--- config.mk ---
export PLATFORM = sky130hd
export DESIGN_NAME = twes_ram
export DESIGN_NICKNAME = d
export VERILOG_FILES = /design/src/rtl/time_window_expiry_stream_assert.svh /design/src/rtl/twes_ram.sv
export SDC_FILE = /design/constraint.sdc
export NUM_CORES = 2
export LEC_CHECK = 0
export BUFFER_PORTS_ARGS = -buffer_cell sky130_fd_sc_hd__buf_2
export CORE_ASPECT_RATIO = 1.4
export CORE_UTILIZATION = 56
export CTS_CLUSTER_SIZE = 20
export DETAILED_ROUTE_END_ITERATION = 8
export MAX_ROUTING_LAYER = met4
export PLACE_DENSITY = 0.83
export SYNTH_ARGS = -nofsm -noshare
export SYNTH_HDL_FRONTEND = slang
export SYNTH_SLANG_ARGS = --single-unit
export TNS_END_PERCENT = 50
--- constraint.sdc ---
create_clock -name clk -period 7.5 [get_ports clk]
set_input_delay 1.5 -clock clk [delete_from_list [all_inputs] [get_ports clk]]
set_output_delay 1.5 -clock clk [all_outputs]
set_load 0.005 [all_outputs]
--- src/rtl/time_window_expiry_stream_assert.svh ---
// Assertion helpers for the sliding window block.
// Each expects signals named clk and rst in scope.
`ifndef TIME_WINDOW_EXPIRY_STREAM_ASSERT_SVH
`define TIME_WINDOW_EXPIRY_STREAM_ASSERT_SVH

// Same-cycle implication, disabled during reset.
`define TWES_ASSERT_NOW(label, ante, cons, msg) \
  label: assert property (@(posedge clk) disable iff (rst) (ante) |-> (cons)) \
    else $error(msg);

// Next-cycle implication, disabled during reset.
`define TWES_ASSERT_NEXT(label, ante, cons, msg) \
  label: assert property (@(posedge clk) disable iff (rst) (ante) |=> (cons)) \
    else $error(msg);

`endif

--- src/rtl/twes_ram.sv ---
`default_nettype none

module twes_ram #(
  parameter int unsigned WIDTH = 128,
  parameter int unsigned DEPTH = 32,
  localparam int unsigned AW = (DEPTH > 1) ? $clog2(DEPTH) : 1
) (
  input  wire logic                 clk,
  input  wire logic                 we,
  input  wire logic [AW-1:0]        waddr,
  input  wire logic [WIDTH-1:0]     wdata,
  input  wire logic [AW-1:0]        raddr,
  output logic      [WIDTH-1:0]     rdata
);

  logic [WIDTH-1:0] mem [DEPTH];

  always_ff @(posedge clk) begin
    if (we) begin
      mem[waddr] <= wdata;
    end
    rdata <= mem[raddr];
  end

endmodule

`default_nettype wire

==> metrics.cfg <==
[outcome]
status = completed

[clock_network]
cts_resized = 0
clock_latency_ns = 0.92
root_buffer = clkbuf_16
post-cts-setup-buffers = 0
cts_tree = yes
cts-buffers-inserted = 351
clk_path_buf_depth = 4
clock-sinks = 4224
cts_hold_buf = 0
clkTransAtPathRegs_ns = 0.07
htree_num_levels = 5

[floorplanning]
ios = 268
rows = 228
dieArea_sq_mm = 0.2793
die_h_um = 625.0
start_util_pct = 56.33
fp.dieW_um = 447.0
coreArea_sq_mm = 0.2756

[critical_path]
r2r_cells = 3
cp_max_fo = 79
r2r_end = rdata[68]
critPathArrivalTime_ns = 4.66
cp-end-kind = flip-flop
cp_cell_sequence = buf_2, nand3_1, nor2_4, buf_12
worstSetupEndpoint = mem[11][41]
reg2reg_from = mem[6][68]
worst_setup_path_start_kind = input pin
crit_type = in -> reg
cp-startpoint = waddr[0]
cp_slowest_cell = nor2_4
crit_required_ns = 8.02
cp_num_cells = 4
reg2reg_slack_ns = 5.83
crit_family = simple AND/OR/NAND/NOR gates
path_buf_inv = 2
cp_slowest_stage_delay_ns = 1.42

[timing]
setup_violations = 0
max_slew_margin_pct = 2.603
fin_tns_setup_ns = 0
fin_crit_ns = 4.141
rsz0062_at_grt = no
fmax_ghz = 0.2415
slew_violations = 0
worst_pin_slew_ns = 1.457
setup_slack_ns = 3.359
skew_ns = 0.04419
hold_violations = 0
finalCritPeriodShare_pct = 55.21

[power_and_ir_drop]
switching_power_mw = 10.70
swShare_pct = 22.29
power_frac_comb_pct = 4.5
p_leak_nw = 53.59
clkPwrFrac_pct = 40.3
seq_power_share_pct = 55.2
peakVddDrop_v = 0.0002077
power_density_mw_per_mm2 = 277.5
p_int_mw = 37.30

[layout]
fill_cells = 16407
ff_latch_area_sq_mm = 0.1256
layout-drive-gt1-share_pct = 27.17
nets = 6985
multiInputGateArea_sq_mm = 0.02804
syn_to_final_growth_pct = 11.41

[synth]
async_flop_share_pct = 0
synthTopCellsByArea = edfxtp_1 79%, mux4_2 14%, o22ai_1 1.8%
avgSynthCellArea_sq_um = 24.11
synth_fp_nets = 6580
yosys_warnings = 0
synth_ff_type = edfxtp_1
syn_area_sq_mm = 0.1552
synth_top_area_share_pct = 79.23
synthTopCellsByCount = 4,096 x edfxtp_1, 956 x mux4_2, 444 x o22ai_1
syn_inst = 6440
ys_seq_area_share_pct = 80.88
synth_edf_count = 4096
synth.most_common_cell = edfxtp_1
synth_top_cell_by_area = edfxtp_1
ys_ff_latch = 4224
yosysUniqueCellTypes = 28

[global_route]
grt_pass1_wl_um = 627800
met2_usage_pct = 51.74
grt-ovfl-total = 0
grt_pass1_vias = 81448
grt.total_usage_pct = 33.13
global_route.usage.met1_pct = 40.33
use_met3_pct = 7.943
busiest_layer = met2
grt_start_max_net_pins = 133
antenna_found_initial = 57

[routing]
vias_per_cell = 7.443
ant_nets = 0
wl_um = 464300
wire_per_inst_um = 42.72
route.detailed.drc = 0
firstDrtPassIters = 8
drt_iter0_drc = 15548
via_count = 80903

[place]
pre_cts_ws_ns = 2.874
dpl.hpwl_um = 202200
port_buffers = 267
gp_congestion = 0.8087

[run]
cap_viol_max_count = 0

[hold_path]
hold_class = reg -> reg

-- area by class of cell --
type | instances | area share [%]
well taps | 3680 | 2.662
repair buffers | 404 | 1.780
diodes | 55 | 0.07958
multi-input cells | 1864 | 16.22
clock buffers | 458 | 5.572
flip-flops and latches | 4224 | 72.60
clock inverters | 184 | 1.092
-- cells in the final DEF (no fill, tap or decap), drive strengths merged, types with 2 or more instances in the layout --
cell type / synthesis / routed
a22oi: 102 / 102
buf: 235 / 404
bufinv: 0 / 33
clkbuf: 117 / 458
clkinv: 0 / 119
clkinvlp: 0 / 18
dfxtp: 128 / 128
diode: 0 / 55
edfxtp: 4096 / 4096
inv: 0 / 14
mux2i: 136 / 136
mux4: 956 / 956
nand2: 4 / 4
nand3: 37 / 37
nand3b: 6 / 6
nand4: 17 / 17
nor2: 36 / 36
nor2b: 3 / 3
nor4: 111 / 111
o22ai: 444 / 444
or3: 2 / 2
or3b: 4 / 4
-- worst min path at each step --
stage | start | endpoint | slack (ns) | depth (start not counted)
detailed placement | mem[31][11] | rdata[11] | 0.67 | 3
global placement | mem[31][11] | rdata[11] | 0.68 | 3
finish | mem[1][75] | rdata[75] | 0.73 | 4
global route | mem[2][125] | rdata[125] | 0.76 | 3
CTS | mem[1][75] | rdata[75] | 0.73 | 4
floorplan | mem[30][104] | rdata[104] | 0.65 | 3
-- per-layer routing --
metal  part of all wire (%)  up-vias
li1                       -    28787
met1                     30    40675
met2                     48     9306
met3                     15     2135
met4                    7.4        0
met5                      0        -
-- metrics by stage --
stage	cells	util [%]	power [mW]	hold slack, ns	instance area (sq um)
after detailed placement	10172	58.53	29.00	0.6749	161300
after CTS	10814	62.71	47.71	0.7269	172800
after floorplan	6440	-	28.00	0.6472	155200
final	10869	62.76	47.99	0.7269	173000
after global placement	10171	58.52	28.88	0.6779	161300
after global routing	10858	62.75	48.71	0.7598	172900
-- tightest hold or removal path, stage by stage (launching register included) --
cell and delay (ns):
edfxtp_1 0.32, mux2i_1 0.07, a22oi_1 0.15, nand3_1 0.09, nand4_1 0.08
-- logic make-up after synthesis --
logic type / synth area share [%]
AO/OA/AOI/OAI: 2.283
buffers and inverters: 1.256
flip-flops: 80.88
multiplexers: 14.75
AND/OR/NAND/NOR: 0.8318
-- power by group through the flow --
stage          Clock, mW  Sequential (mW)  Combinational, mW
2_1_floorplan          0             26.9               1.15
3_3_place_gp           0             26.9               1.94
3_5_place_dp           0             27.0               2.03
4_1_cts             19.1             26.5               2.11
5_1_grt             20.0             26.5               2.22
6_report            19.3             26.5               2.17
-- state kept, by name, indices dropped and copies added (netlist names) --
name   cells
mem     4096
rdata    128
No activity file was read; power rests on OpenSTA's default activity.
